$ cat config.mk
export PLATFORM = sky130hd
export DESIGN_NAME = pin_retry_lockout_guard_unit
export DESIGN_NICKNAME = d
export VERILOG_FILES = /design/src/rtl/core/prlg_pkg.sv /design/src/rtl/core/pin_retry_lockout_guard_unit.sv /design/src/rtl/core/prlg_code_compare.sv
export SDC_FILE = /design/constraint.sdc
export NUM_CORES = 1
export LEC_CHECK = 0
export BUFFER_PORTS_ARGS = -buffer_cell sky130_fd_sc_hd__clkbuf_2
export CAP_MARGIN = 0
export CORE_MARGIN = 1.5
export CORE_UTILIZATION = 50
export DETAILED_ROUTE_END_ITERATION = 8
export PLACE_DENSITY_LB_ADDON = 0.2
export SYNTH_ARGS = -nofsm -noshare
export SYNTH_HDL_FRONTEND = slang
export SYNTH_SLANG_ARGS = --single-unit
$ cat constraint.sdc
create_clock -name aclk -period 7.1 [get_ports aclk]
set_clock_uncertainty 0.2 [all_clocks]
set_input_delay 1.42 -clock aclk [delete_from_list [all_inputs] [get_ports aclk]]
set_output_delay 1.42 -clock aclk [all_outputs]
set_load 0.05 [all_outputs]
$ cat src/rtl/core/prlg_pkg.sv
// Package for the PIN retry lockout guard: operation and register codes,
// field widths and result types. No dependencies.
package prlg_pkg;

    localparam int MAX_CODE_CHARS   = 8;
    localparam int MIN_CODE_CHARS   = 4;
    localparam int LOCKOUT_SECONDS  = 300;
    localparam int TICKS_PER_SECOND = 1000;

    localparam int CODE_W   = 64;
    localparam int LEN_W    = 4;
    localparam int COUNT_W  = 4;
    localparam int TICKS_W  = 22;
    localparam int OP_W     = 2;
    localparam int CFG_IDX_W = 2;

    localparam int S_TDATA_W = 72;
    localparam int M_TDATA_W = 8;

    localparam logic [TICKS_W-1:0] LOCKOUT_TICKS_RESET =
        TICKS_W'(LOCKOUT_SECONDS * TICKS_PER_SECOND);
    localparam logic [COUNT_W-1:0] MAX_FAILURES_RESET = COUNT_W'(3);
    localparam logic [COUNT_W-1:0] COUNT_SAT = {COUNT_W{1'b1}};
    localparam logic [LEN_W-1:0]   MIN_LEN = LEN_W'(MIN_CODE_CHARS);
    localparam logic [LEN_W-1:0]   MAX_LEN = LEN_W'(MAX_CODE_CHARS);

    typedef enum logic [OP_W-1:0] {
        OP_VERIFY = 2'd0,
        OP_RESET  = 2'd1,
        OP_TICK   = 2'd2,
        OP_NONE   = 2'd3
    } op_t;

    typedef enum logic [CFG_IDX_W-1:0] {
        REG_STORED_CODE   = 2'd0,
        REG_STORED_LENGTH = 2'd1,
        REG_MAX_FAILURES  = 2'd2,
        REG_LOCKOUT_TICKS = 2'd3
    } cfg_index_t;

    // Outcome of the code compare, handed to the retry counter logic.
    typedef struct packed {
        logic check_off;   // stored length below the minimum
        logic code_match;  // lengths equal and all compared bytes equal
    } cmp_result_t;

endpackage

$ cat src/rtl/core/pin_retry_lockout_guard_unit.sv
// PIN retry limit with lockout timer: top level with stream ports and config port.
// Depends on prlg_pkg and prlg_code_compare.
//
// Each input transaction goes through the input register and the result register.
// Throughput: one item per cycle while m_tready holds; the failure count and lockout
// countdown are updated as each item moves from the input to the result register.
// Reset: aresetn is synchronous, active low; it empties both stages, clears the
// failure count and lockout, and loads register defaults (3 tries, 300000 ticks).
module pin_retry_lockout_guard_unit import prlg_pkg::*; (
    input  logic                  aclk,
    input  logic                  aresetn,
    // Input stream.
    input  logic                  s_tvalid,
    output logic                  s_tready,
    // [63:0] entered_code, [67:64] entered_length, [71:68] zero
    input  logic [S_TDATA_W-1:0]  s_tdata,
    // [1:0] operation
    input  logic [OP_W-1:0]       s_tuser,
    // Result stream.
    output logic                  m_tvalid,
    input  logic                  m_tready,
    // [0] granted, [4:1] tries_left, [5] locked_out, [7:6] zero
    output logic [M_TDATA_W-1:0]  m_tdata,
    // Configuration write channel.
    input  logic                  cfg_valid,
    output logic                  cfg_ready,
    input  logic [CFG_IDX_W-1:0]  cfg_index,
    input  logic [CODE_W-1:0]     cfg_data
);

    // Configuration registers.
    logic [CODE_W-1:0]  stored_code_reg;
    logic [LEN_W-1:0]   stored_length_reg;
    logic [COUNT_W-1:0] max_failures_reg;
    logic [TICKS_W-1:0] lockout_ticks_reg;

    // Guard state.
    logic [COUNT_W-1:0] fail_cnt_reg, fail_cnt_next;
    logic [TICKS_W-1:0] lock_reg, lock_next;

    // Input stage.
    logic               in_valid_reg;
    op_t                in_op_reg;
    logic [CODE_W-1:0]  in_code_reg;
    logic [LEN_W-1:0]   in_len_reg;

    // Result stage.
    logic               out_valid_reg;
    logic               granted_reg, granted_next;
    logic [COUNT_W-1:0] left_reg, left_next;
    logic               locked_reg;

    logic               advance;
    cmp_result_t        cmp;
    logic [COUNT_W-1:0] fail_inc;
    logic [TICKS_W-1:0] lock_dec;
    logic [TICKS_W-1:0] lock_load;

    // The config port is always open; the user must write only while the block is idle, which it does not enforce.
    assign cfg_ready = 1'b1;

    always_ff @(posedge aclk) begin
        if (!aresetn) begin
            stored_code_reg   <= '0;
            stored_length_reg <= '0;
            max_failures_reg  <= MAX_FAILURES_RESET;
            lockout_ticks_reg <= LOCKOUT_TICKS_RESET;
        end else if (cfg_valid && cfg_ready) begin
            unique case (cfg_index)
                REG_STORED_CODE:   stored_code_reg   <= cfg_data;
                REG_STORED_LENGTH: stored_length_reg <= cfg_data[LEN_W-1:0];
                REG_MAX_FAILURES:  max_failures_reg  <= cfg_data[COUNT_W-1:0];
                REG_LOCKOUT_TICKS: lockout_ticks_reg <= cfg_data[TICKS_W-1:0];
                default: ;
            endcase
        end
    end

    // The item in the input register moves on whenever the result register
    // is empty or its transaction completes this cycle.
    assign advance  = in_valid_reg && (!out_valid_reg || m_tready);
    assign s_tready = !in_valid_reg || advance;

    always_ff @(posedge aclk) begin
        if (!aresetn) begin
            in_valid_reg <= 1'b0;
        end else if (s_tready) begin
            in_valid_reg <= s_tvalid;
        end
    end

    always_ff @(posedge aclk) begin
        if (s_tvalid && s_tready) begin
            in_op_reg   <= op_t'(s_tuser);
            in_code_reg <= s_tdata[CODE_W-1:0];
            in_len_reg  <= s_tdata[CODE_W +: LEN_W];
        end
    end

    prlg_code_compare u_compare (
        .stored_code    (stored_code_reg),
        .stored_length  (stored_length_reg),
        .entered_code   (in_code_reg),
        .entered_length (in_len_reg),
        .result         (cmp)
    );

    assign fail_inc  = (fail_cnt_reg == COUNT_SAT) ? COUNT_SAT : fail_cnt_reg + 1'b1;
    assign lock_dec  = lock_reg - 1'b1;
    // A zero lockout length still locks for one tick.
    assign lock_load = (lockout_ticks_reg != '0) ? lockout_ticks_reg : TICKS_W'(1);

    // Per-item update of the failure count and lockout countdown.
    always_comb begin
        fail_cnt_next = fail_cnt_reg;
        lock_next     = lock_reg;
        granted_next  = 1'b0;
        left_next     = '0;
        case (in_op_reg)
            OP_VERIFY: begin
                if (lock_reg != '0) begin
                    left_next = '0;
                end else if (cmp.check_off) begin
                    granted_next = 1'b1;
                    left_next    = max_failures_reg;
                end else if (cmp.code_match) begin
                    granted_next  = 1'b1;
                    fail_cnt_next = '0;
                    left_next     = max_failures_reg;
                end else begin
                    fail_cnt_next = fail_inc;
                    left_next = (max_failures_reg > fail_inc) ?
                                max_failures_reg - fail_inc : '0;
                    if (fail_inc >= max_failures_reg) begin
                        lock_next = lock_load;
                    end
                end
            end
            default: begin
                if (in_op_reg == OP_RESET) begin
                    fail_cnt_next = '0;
                    lock_next     = '0;
                end else if (in_op_reg == OP_TICK && lock_reg != '0) begin
                    lock_next = lock_dec;
                    // Countdown expiry forgives the earlier failures.
                    if (lock_dec == '0) begin
                        fail_cnt_next = '0;
                    end
                end
                if (lock_next != '0) begin
                    left_next = '0;
                end else begin
                    left_next = (max_failures_reg > fail_cnt_next) ?
                                max_failures_reg - fail_cnt_next : '0;
                end
            end
        endcase
    end

    always_ff @(posedge aclk) begin
        if (!aresetn) begin
            fail_cnt_reg <= '0;
            lock_reg     <= '0;
        end else if (advance) begin
            fail_cnt_reg <= fail_cnt_next;
            lock_reg     <= lock_next;
        end
    end

    always_ff @(posedge aclk) begin
        if (!aresetn) begin
            out_valid_reg <= 1'b0;
        end else if (advance) begin
            out_valid_reg <= 1'b1;
        end else if (m_tready) begin
            out_valid_reg <= 1'b0;
        end
    end

    always_ff @(posedge aclk) begin
        if (advance) begin
            granted_reg <= granted_next;
            left_reg    <= left_next;
            locked_reg  <= (lock_next != '0);
        end
    end

    assign m_tvalid = out_valid_reg;
    assign m_tdata  = {2'b00, locked_reg, left_reg, granted_reg};

    // A locked-out result never shows tries left or a grant.
    a_locked_result: assert property (@(posedge aclk) disable iff (!aresetn)
        (m_tvalid && locked_reg) |-> (left_reg == '0 && !granted_reg))
        else $error("locked result with tries left or grant");

    // A reset item clears both the count and the lockout.
    a_reset_item: assert property (@(posedge aclk) disable iff (!aresetn)
        (advance && in_op_reg == OP_RESET) |=> (fail_cnt_reg == '0 && lock_reg == '0))
        else $error("reset item did not clear state");

    // The last tick of a lockout clears the failure count.
    a_expiry: assert property (@(posedge aclk) disable iff (!aresetn)
        (advance && in_op_reg == OP_TICK && lock_reg == TICKS_W'(1))
        |=> (fail_cnt_reg == '0 && lock_reg == '0))
        else $error("lockout expiry did not clear failures");

    // A verify during lockout leaves the guard state untouched.
    a_locked_verify: assert property (@(posedge aclk) disable iff (!aresetn)
        (advance && in_op_reg == OP_VERIFY && lock_reg != '0)
        |=> ($stable(fail_cnt_reg) && $stable(lock_reg)))
        else $error("verify changed state while locked");

endmodule

$ cat src/rtl/core/prlg_code_compare.sv
// Masked byte compare of an entered PIN against the stored PIN.
// Depends on prlg_pkg.
module prlg_code_compare import prlg_pkg::*; (
    input  logic [CODE_W-1:0] stored_code,
    input  logic [LEN_W-1:0]  stored_length,
    input  logic [CODE_W-1:0] entered_code,
    input  logic [LEN_W-1:0]  entered_length,
    output cmp_result_t       result
);

    logic [LEN_W-1:0]          n_chars;
    logic [MAX_CODE_CHARS-1:0] byte_diff;
    logic [CODE_W-1:0]         diff;

    assign n_chars = (entered_length > MAX_LEN) ? MAX_LEN : entered_length;
    assign diff    = entered_code ^ stored_code;

    // Only the first n_chars bytes take part in the compare.
    always_comb begin
        for (int i = 0; i < MAX_CODE_CHARS; i++) begin
            byte_diff[i] = (LEN_W'(i) < n_chars) && (diff[8*i +: 8] != 8'h00);
        end
    end

    assign result.check_off  = (stored_length < MIN_LEN);
    assign result.code_match = (entered_length == stored_length) && (byte_diff == '0);

endmodule
==> results of run 1 <==
-- final cells by class --
| class | instances | area, µm² | area share, % |
|---|---|---|---|
| flip-flops and latches | 198 | 4720 | 43.4 |
| repair buffers | 156 | 801 | 7.35 |
| well taps | 234 | 293 | 2.69 |
| inverters | 17 | 63.8 | 0.586 |
| multi-input cells | 722 | 4440 | 40.8 |
| clock inverters | 10 | 106 | 0.976 |
| clock buffers | 22 | 465 | 4.27 |
-- placed cells by master (no fill, tap or decap), types with 4 or more instances in the layout --
master,instances
sky130_fd_sc_hd__a211oi_1,7
sky130_fd_sc_hd__a21boi_0,79
sky130_fd_sc_hd__a21oi_1,45
sky130_fd_sc_hd__a31oi_1,10
sky130_fd_sc_hd__and3_1,6
sky130_fd_sc_hd__buf_4,8
sky130_fd_sc_hd__clkbuf_1,4
sky130_fd_sc_hd__clkbuf_16,18
sky130_fd_sc_hd__clkbuf_2,147
sky130_fd_sc_hd__dfxtp_1,122
sky130_fd_sc_hd__edfxtp_1,76
sky130_fd_sc_hd__ha_1,13
sky130_fd_sc_hd__inv_1,16
sky130_fd_sc_hd__inv_6,5
sky130_fd_sc_hd__mux2i_1,11
sky130_fd_sc_hd__nand2_1,203
sky130_fd_sc_hd__nand2b_1,5
sky130_fd_sc_hd__nand3_1,22
sky130_fd_sc_hd__nand3b_1,6
sky130_fd_sc_hd__nand4_1,9
sky130_fd_sc_hd__nor2_1,36
sky130_fd_sc_hd__nor2b_1,10
sky130_fd_sc_hd__nor3_1,9
sky130_fd_sc_hd__nor4_1,27
sky130_fd_sc_hd__o211ai_1,6
sky130_fd_sc_hd__o21a_1,4
sky130_fd_sc_hd__o21ai_0,43
sky130_fd_sc_hd__o22ai_1,4
sky130_fd_sc_hd__o31ai_1,6
sky130_fd_sc_hd__or2_2,4
sky130_fd_sc_hd__or3_1,6
sky130_fd_sc_hd__or4_1,8
sky130_fd_sc_hd__xnor2_1,29
sky130_fd_sc_hd__xor2_1,54
-- tightest hold or removal path, delay by kind of cell (launching register included) --
family | cells | cell delay [ns]
AND/OR/NAND/NOR | 1 | 0.05
flip-flops | 1 | 0.32
AO/OA/AOI/OAI | 1 | 0.06
-- layer usage --
metal | global-route usage, % | vias up | wire length (µm)
met5 | 0 | - | 0
met4 | 7.24 | 0 | 446
met3 | 4.28 | 31 | 1130
met2 | 37.3 | 235 | 10600
met1 | 34.0 | 3505 | 10700
li1 | - | 3761 | -
-- final timing paths --
path | startpoint | end
hold / removal | stored_code_reg[58] | stored_code_reg[58]
setup / recovery | lock_reg[0] | left_reg[2]
setup reg to reg | lock_reg[0] | left_reg[2]
hold reg to reg | stored_code_reg[58] | stored_code_reg[58]
-- power groups by stage --
| stage | logic (µW) | clock network, µW | registers (µW) |
|---|---|---|---|
| floorplan | 223 | 0 | 1290 |
| global placement | 317 | 0 | 1300 |
| detailed placement | 317 | 0 | 1310 |
| CTS | 319 | 970 | 1280 |
| global route | 356 | 1010 | 1290 |
| finish | 321 | 953 | 1280 |
-- cells by family after synthesis --
group	Yosys count	synth area share (%)
simple gates	375	18.8
compound gates	234	16.7
flops	198	49.9
xor+xnor	83	7.67
buf+inv	77	3.43
fa+ha+maj	15	2.14
mux	12	1.28
other cells	2	0.0793
-- stage by stage --
step                area (µm²)  hold slack (ns)  power, µW
floorplan                 9480            0.244       1520
global placement         10300            0.257       1620
detailed placement       10300            0.271       1620
CTS                      10900            0.280       2570
global route             10900            0.302       2660
finish                   10900            0.276       2560
==> metrics.txt, run 1 <==
category of the most critical setup path flop to flop; final global-route overflow total 0; Pint 1880 µW; initial detailed-routing violation count 677; number of fill cells 1693; number of cells on the worst hold path 2; core utilization of the finished layout 58.4%; via count of the first global-routing pass 7102; CTS Buf Count 17; biggest area consumer among synthesized cells sky130_fd_sc_hd__dfxtp_1; share of synthesized area occupied by flip-flops and latches 49.9%; final count of negative-setup-slack endpoints 0; clock latency reported for the late side of the worst-skew pair 0.43 ns; setup bufs post-CTS 0; max-slew violation count 0; Starting Density 50.8%; result of the run finished clean; share of total power in combinational logic 12.5%; Seq cells post-synth 198; count of endpoints failing hold in the final timing report 0; Peak VDD IR 0.000184 V; total net switching power 675 µW; detailed-placement wirelength estimate 16000 µm; vertical die dimension 141 µm; Post-Syn Area per Cell 9.51 µm²; proportion of layout cells with a drive suffix above 1 18.5%; Ports 156; CP delay by family, top simple AND/OR/NAND/NOR gates; Crit Path Max Fanout 12; wire length reported by the detailed router 22900 µm; Hold Path Class flop to flop; placer's final routability congestion estimate 0.942; fraction of the cycle the final worst path needs 79.2%; Buf+Inv Stages, Crit Path 2; standard cell core area 18600 µm²; global-route usage over all layers 23.9%; largest cells by area after synthesis sky130_fd_sc_hd__dfxtp_1, sky130_fd_sc_hd__edfxtp_1, sky130_fd_sc_hd__nand2_1; DRC violations left 0; cell with the most instances after synthesis sky130_fd_sc_hd__nand2_1; number of vias per cell 5.54; final-layout setup total negative slack 0 ns; min setup slack post-route 1.47 ns; Post-Place Cells 1327; number of cells upsized or downsized after cts 0; data arrival time at the worst-slack endpoint 5.66 ns; Post-Synthesis Cell Area 9480 µm²; fraction of power spent switching nets 26.4%; commonest cells in the synthesized netlist sky130_fd_sc_hd__nand2_1, sky130_fd_sc_hd__dfxtp_1, sky130_fd_sc_hd__a21boi_0; cell breakdown of the critical path inv_1, ha_1, or3b_2, or3_4, nor4_1, xor2_1, or3_1, or4_1, and3_1, ha_1, fa_1, inv_1, a21o_1, a21oi_1, a41oi_1, o211ai_1, a221oi_1, nand2_1, o32ai_1; max_cap viols 0; routed vias 7532; cell with the largest stage delay on the worst path sky130_fd_sc_hd__or4_1; most used flip-flop cell after synthesis sky130_fd_sc_hd__dfxtp_1; unrepaired setup endpoints after global routing no; maximum buffer depth of the clock tree 2; floorplan die area 19800 µm²; Largest stage delay, worst path 0.61 ns; unique cell type count in the Yosys netlist 69; largest net degree at the start of global routing 71; TritonCTS clock tree yes; routed length per placed instance 16.8 µm; Syn Inst Count 996; TritonCTS sink count 198; EDFF count, synth 76; maximum clock rate 0.178 GHz; clock-pin slew reported for the worst setup and hold paths after clock tree synthesis 0.07 ns; Clk pwr share 37.3%; fraction of post-synthesis cell area in the top cell type by area 25.8%; Layout Area Growth over Synthesis 15.0%; Worst setup SP type flop; async set or reset register ratio after synthesis 0%; count of antenna-violating nets left after detailed routing 0; number of standard-cell rows in the floorplan 50; slack of the worst reg-to-reg path 1.47 ns; ant diodes 0; post-route insts no fill 1359; number of buffers inserted by port buffering 148; Synth warnings 0; antenna violations before repair 0; CP Depth 19; transition time at the pin with the least slew margin 1.08 ns; router iterations before antenna repair 5; static leakage power 0.00424 µW; Nets 1272; global-route wire length before repair 37200 µm; Root Buffer sky130_fd_sc_hd__clkbuf_16; Critical Path RT 7.13 ns; width of the die 141 µm; sequential share of power 50.2%; pre-CTS worst setup slack 1.50 ns; Worst Reg-to-Reg Cells 19; Power per Cell Area 235 nW/µm²; normalized max-slew margin 27.7%; Setup crit end kind flop; Tmin final 5.63 ns; Clock H-tree levels 4; count of hold buffers inserted by post-cts repair 0
Note: power is estimated with default switching activity, not from simulation.
==> inputs of run 2 (changes only) <==
==> constraint.sdc (replaced) <==
create_clock -name aclk -period 5.6 [get_ports aclk]
set_clock_uncertainty 0.2 [all_clocks]
set_input_delay 1.12 -clock aclk [delete_from_list [all_inputs] [get_ports aclk]]
set_output_delay 1.12 -clock aclk [all_outputs]
set_load 0.05 [all_outputs]
==> run 2 against run 1 <==
  * Clock power increased by 27%
  * Largest cell class unchanged
  * Clock-buffer cell count decreased by 5
  * Combinational power increased by 35%
  * Critical endpoint unchanged
  * Routed wire length increased by 1.3%
==> metrics.txt, run 2 (synthesized netlist as in run 1, its figures left out) <==
result of the run finished clean; Tmin final 5.23 ns (-0.399 ns); router iterations before antenna repair 7 (+2); Post-Place Cells 1339 (+0.90%); final instance area 11000 µm² (+1.4%); static leakage power 0.00432 µW (+1.9%); max-slew violation count 0 (unchanged); min setup slack post-route 0.373 ns (-1.10 ns); number of cells upsized or downsized after cts 0 (unchanged); Largest stage delay, worst path 0.55 ns (-0.06 ns); clock-pin slew reported for the worst setup and hold paths after clock tree synthesis 0.07 ns (about the same); count of hold buffers inserted by post-cts repair 0 (unchanged); number of buffers inserted by port buffering 148 (unchanged); sequential share of power 49.6% (-0.6 points); largest net degree at the start of global routing 71 (unchanged); initial detailed-routing violation count 533 (-21%); most common cell after layout, fill and taps aside sky130_fd_sc_hd__nand2_1; number of cells on the worst hold path 2 (unchanged); commonest cells after routing, fill and taps aside sky130_fd_sc_hd__nand2_1, sky130_fd_sc_hd__clkbuf_2, sky130_fd_sc_hd__dfxtp_1, sky130_fd_sc_hd__a21boi_0, sky130_fd_sc_hd__edfxtp_1; routed vias 7565 (+0.44%); pre-CTS worst setup slack 0.172 ns (-1.33 ns); global-route wire length before repair 37700 µm (+1.5%); maximum clock rate 0.191 GHz (+7.6%); share of total power in combinational logic 13.3% (+0.8 points); Crit Path Max Fanout 6 (-6); transition time at the pin with the least slew margin 1.03 ns (-0.0518 ns); Ports 156 (unchanged); cell breakdown of the critical path inv_1, ha_1, or3b_2, or3_4, nor4_2, xor2_1, or3_1, or4_4, and3_1, ha_1, fa_1, inv_1, a21o_1, a21oi_1, a41oi_1, o211ai_1, a221oi_2, nand2_2, o32ai_1; hold path start stored_code_reg[61]; CTS Buf Count 17 (unchanged); ant diodes 0 (unchanged); fraction of power spent switching nets 27.0% (+0.61 points); proportion of layout cells with a drive suffix above 1 20.1% (+1.6 points); category of the most critical setup path flop to flop; via count of the first global-routing pass 7356 (+3.6%); count of endpoints failing hold in the final timing report 0 (unchanged); TritonCTS sink count 198 (unchanged); final-layout setup total negative slack 0 ns (unchanged); Critical Path RT 5.64 ns (-1.49 ns); capture point of the worst reg-to-reg path left_reg[2]; normalized max-slew margin 31.6% (+3.9 points); standard cell core area 18600 µm² (unchanged); Power per Cell Area 295 nW/µm² (+26%); total net switching power 880 µW (+30%); Root Buffer sky130_fd_sc_hd__clkbuf_16; Worst setup SP type flop; final count of negative-setup-slack endpoints 0 (unchanged); antenna violations before repair 0 (unchanged); data arrival time at the worst-slack endpoint 5.27 ns (-0.39 ns); Worst Reg-to-Reg Cells 19 (unchanged); Hold Path Class flop to flop; sink of the worst hold path stored_code_reg[61]; core utilization of the finished layout 59.3% (+0.81 points); slack of the worst reg-to-reg path 0.37 ns (-1.10 ns); count of antenna-violating nets left after detailed routing 0 (unchanged); Setup crit end kind flop; cell with the largest stage delay on the worst path sky130_fd_sc_hd__or4_4; Clk pwr share 37.1% (-0.2 points); sequential cell area in the final layout 4720 µm² (unchanged); maximum buffer depth of the clock tree 2 (unchanged); Pint 2380 µW (+26%); floorplan die area 19800 µm² (unchanged); fraction of the cycle the final worst path needs 93.3% (+14 points); detailed-placement wirelength estimate 16600 µm (+3.8%); number of standard-cell rows in the floorplan 50 (unchanged); Starting Density 50.8% (unchanged); DRC violations left 0 (unchanged); multi-input logic area 4470 µm² (+0.73%); number of fill cells 1677 (-0.95%); post-route insts no fill 1371 (+0.88%); width of the die 141 µm (unchanged); Peak VDD IR 0.000226 V (+23%); Nets 1284 (+0.94%); number of vias per cell 5.52 (-0.44%); max_cap viols 0 (unchanged); wire length reported by the detailed router 23200 µm (+1.3%); Clock H-tree levels 4 (unchanged); Layout Area Growth over Synthesis 16.6%; placer's final routability congestion estimate 0.927 (-1.6%); unrepaired setup endpoints after global routing no; vertical die dimension 141 µm (unchanged); clock latency reported for the late side of the worst-skew pair 0.43 ns (about the same); setup bufs post-CTS 0 (unchanged); TritonCTS clock tree yes; final global-route overflow total 0 (unchanged); worst flop-to-flop path startpoint lock_reg[0]; global-route usage over all layers 24.1% (+0.21 points); routed length per placed instance 16.9 µm (+0.44%); total placed instance area 10400 µm² (+0.94%)
-- run 2: changes by cell type in the layout (fill, tap and decap cells not counted), sizes merged --
cell,previous run,this run
clkbuf,169,164
clkinv,3,9
inv,23,22
buf,9,21
-- run 2: power groups by stage --
stage | logic, µW | registers [µW] | clock network (µW)
6_report | 432 | 1620 | 1210
5_1_grt | 479 | 1620 | 1280
4_1_cts | 425 | 1610 | 1230
3_5_place_dp | 423 | 1650 | 0
3_3_place_gp | 424 | 1650 | 0
2_1_floorplan | 282 | 1640 | 0
-- run 2: layer usage --
layer | wire length, µm | track usage (%)
met4 | 600 | 9.54
met3 | 1060 | 4.14
met2 | 10800 | 38.5
met5 | 0 | 0
met1 | 10700 | 32.7
-- run 2: critical path, delay by kind of cell (launching register included) --
kind                     cells  cell delay (ns)
buffers and inverters        2             0.19
AO/OA/AOI/OAI                6             0.99
flip-flops                   1             0.35
XOR/XNOR                     1             0.11
adder cells (fa/ha/maj)      3             0.84
AND/OR/NAND/NOR              7             2.36
-- run 2: final cells by class --
class	count	area share, %
Tap cell	234	2.65
Sequential cell	198	42.8
Timing Repair Buffer	168	8.18
Multi-Input combinational cell	722	40.5
Clock inverter	15	1.47
Clock buffer	17	3.85
Inverter	17	0.578
-- run 2: stage by stage --
step	hold slack, ns	total power (µW)
floorplan	0.244	1920
global placement	0.262	2070
detailed placement	0.271	2070
CTS	0.281	3270
global route	0.300	3380
finish	0.280	3260
-- run 2: worst max-delay path by stage --
stage	slack, ns	start	depth (start not counted)	to
4_1_cts	0.14	lock_reg[0]	19	left_reg[0]
3_5_place_dp	0.17	lock_reg[0]	19	left_reg[0]
5_1_grt	0.02	lock_reg[0]	21	left_reg[2]
3_3_place_gp	0.33	lock_reg[0]	19	left_reg[0]
6_report	0.37	lock_reg[0]	19	left_reg[2]
2_1_floorplan	0.54	lock_reg[0]	20	left_reg[2]
==> inputs of run 3 (changes only) <==
--- a/config.mk
+++ b/config.mk
@@ -10,6 +10,7 @@
 export CORE_MARGIN = 1.5
 export CORE_UTILIZATION = 50
 export DETAILED_ROUTE_END_ITERATION = 8
+export GPL_TIMING_DRIVEN = 0
 export PLACE_DENSITY_LB_ADDON = 0.2
 export SYNTH_ARGS = -nofsm -noshare
 export SYNTH_HDL_FRONTEND = slang
==> run 3 against run 2 <==
  * Non-clock buffer count grew 39
  * Critical path depth is 1 higher
  * Total power up 1.4%
  * Utilization rose by 0.82 points
  * Die area unchanged
  * Clock power is essentially flat
  * Flip-flop and latch count did not move
  * Worst hold slack got worse by 0.0042 ns
  * Global-route usage up 1.1 points
  * Critical endpoint is now left_reg[1]
  * Highest routed layer unchanged
==> metrics.txt, run 3 (synthesized netlist as in run 1, its figures left out) <==
normalized max-slew margin 41.6% (+10 points); initial detailed-routing violation count 564 (+5.8%); number of standard-cell rows in the floorplan 50 (unchanged); number of cells on the worst hold path 2 (unchanged); final global-route overflow total 0 (unchanged); placer's final routability congestion estimate 0.949 (+2.4%); sink of the worst hold path stored_code_reg[52]; TritonCTS sink count 198 (unchanged); vertical die dimension 141 µm (unchanged); count of antenna-violating nets left after detailed routing 0 (unchanged); detailed-placement wirelength estimate 18500 µm (+11%); standard cell core area 18600 µm² (unchanged); global-route wire length before repair 38800 µm (+2.9%); wire length reported by the detailed router 24400 µm (+5.2%); max_cap viols 0 (unchanged); Clock H-tree levels 4 (unchanged); commonest cells after routing, fill and taps aside sky130_fd_sc_hd__nand2_1, sky130_fd_sc_hd__clkbuf_2, sky130_fd_sc_hd__dfxtp_1, sky130_fd_sc_hd__a21boi_0, sky130_fd_sc_hd__edfxtp_1; TritonCTS clock tree yes; Peak VDD IR 0.000232 V (+2.8%); antenna violations before repair 0 (unchanged); global-route usage over all layers 25.2% (+1.1 points); Power per Cell Area 295 nW/µm² (about the same); via count of the first global-routing pass 7452 (+1.3%); proportion of layout cells with a drive suffix above 1 18.9% (-1.2 points); router iterations before antenna repair 5 (-2); transition time at the pin with the least slew margin 0.868 ns (-0.158 ns); largest net degree at the start of global routing 52 (-27%); count of endpoints failing hold in the final timing report 0 (unchanged); Largest stage delay, worst path 0.56 ns (about the same); maximum buffer depth of the clock tree 2 (unchanged); DRC violations left 0 (unchanged); max-slew violation count 0 (unchanged); Ports 156 (unchanged); cell breakdown of the critical path inv_1, ha_2, or3b_2, or3_4, buf_6, nor4_4, xor2_1, or3_1, or4_4, and3_1, ha_1, fa_1, inv_1, a21o_1, a21oi_1, a41oi_1, o211ai_1, a221oi_1, nand2_1, o32ai_2; capture point of the worst reg-to-reg path left_reg[1]; static leakage power 0.00433 µW (+0.41%); CP Depth 20 (+1); Worst setup SP type flop; clock-pin slew reported for the worst setup and hold paths after clock tree synthesis 0.08 ns (about the same); floorplan die area 19800 µm² (unchanged); fraction of the cycle the final worst path needs 97.2% (+3.9 points); CTS Buf Count 17 (unchanged); final count of negative-setup-slack endpoints 0 (unchanged); maximum clock rate 0.184 GHz (-4.0%); Final Hold Slack 0.276 ns (-0.00423 ns); CP delay by family, top simple AND/OR/NAND/NOR gates; hold path start stored_code_reg[52]; final instance area 11200 µm² (+1.4%); routed vias 7849 (+3.8%); count of hold buffers inserted by post-cts repair 0 (unchanged); clock latency reported for the late side of the worst-skew pair 0.43 ns (about the same); result of the run finished clean; Setup crit end kind flop; Worst path most repeated cell sky130_fd_sc_hd__inv_1; slack of the worst reg-to-reg path 0.16 ns (-0.22 ns); Crit Path Max Fanout 10 (+4); worst flop-to-flop path startpoint lock_reg[1]; most common cell after layout, fill and taps aside sky130_fd_sc_hd__nand2_1; width of the die 141 µm (unchanged); category of the most critical setup path flop to flop; Layout Area Growth over Synthesis 18.2%; Nets 1323 (+3.0%); Buf+Inv Stages, Crit Path 3 (+1); Root Buffer sky130_fd_sc_hd__clkbuf_16; min setup slack post-route 0.156 ns (-0.217 ns); Critical Path RT 5.66 ns (+0.02 ns); pre-CTS worst setup slack -0.122 ns (-0.294 ns); number of buffers inserted by port buffering 147 (-0.68%); Hold Path Class flop to flop; routed length per placed instance 17.3 µm (+2.3%); number of fill cells 1651 (-1.6%); ant diodes 0 (unchanged); Starting Density 50.8% (unchanged); number of vias per cell 5.57 (+0.88%); total placed instance area 10500 µm² (+1.1%); Worst Reg-to-Reg Cells 20 (+1); cell with the largest stage delay on the worst path sky130_fd_sc_hd__or4_4; core utilization of the finished layout 60.1% (+0.82 points); Tmin final 5.44 ns (+0.217 ns); data arrival time at the worst-slack endpoint 5.50 ns (+0.23 ns)
==> run 3: changes by cell type in the layout (fill, tap and decap cells not counted), sizes merged <==
cell / previous run / this run
clkbuf: 164 / 210
buf: 21 / 14
==> run 3: worst max-delay path by stage <==
stage | from | end | slack, ns
finish | lock_reg[1] | left_reg[1] | 0.16
global route | lock_reg[2] | left_reg[1] | -0.009
floorplan | lock_reg[0] | left_reg[2] | 0.54
global placement | lock_reg[0] | left_reg[0] | -0.07
detailed placement | lock_reg[0] | left_reg[0] | -0.12
CTS | lock_reg[0] | left_reg[1] | 0.01
==> run 3: per-layer routing <==
layer | routed length [µm] | global-route usage [%] | up-vias
li1 | - | - | 3864
met1 | 10700 | 33.4 | 3670
met2 | 11600 | 42.3 | 274
met3 | 1430 | 4.25 | 41
met4 | 584 | 8.06 | 0
met5 | 0 | 0 | -
==> run 3: tightest hold or removal path: cells and delay by family (launching register included) <==
family / cells / cell delay, ns
flip-flops: 1 / 0.32
AND/OR/NAND/NOR: 1 / 0.05
AO/OA/AOI/OAI: 1 / 0.06
==> run 3: area by class of cell <==
cell class	instances	area, µm²	area share, %
Inverter	17	63.8	0.570
Timing Repair Buffer	148	763	6.81
Sequential cell	198	4730	42.2
Tap cell	234	293	2.61
Clock buffer	17	425	3.80
Buffer	59	258	2.30
Multi-Input combinational cell	722	4480	40.0
Clock inverter	15	185	1.65
==> run 3: power breakdown <==
group | switching, µW | internal (µW) | total (µW)
registers | 53.2 | 1560 | 1620
clock network | 596 | 643 | 1240
logic | 264 | 182 | 446
==> run 3: timing repair <==
action | 4_1_cts | 5_1_grt
gates resized for setup | 2 | 10
endpoints found under the setup margin | 4 | 4
cloned | 0 | 0
pin swaps | 0 | 1
setup buffers | 0 | 0
==> run 3: per-stage QoR <==
| step | setup TNS, ns | power (µW) | std cells |
|---|---|---|---|
| final | 0 | 3300 | 1410 |
| after global placement | -0.114 | 2080 | 1378 |
| after CTS | 0 | 3310 | 1411 |
| after global routing | -0.00936 | 3430 | 1410 |
| after detailed placement | -0.287 | 2080 | 1379 |
| after floorplan | 0 | 1920 | 997 |
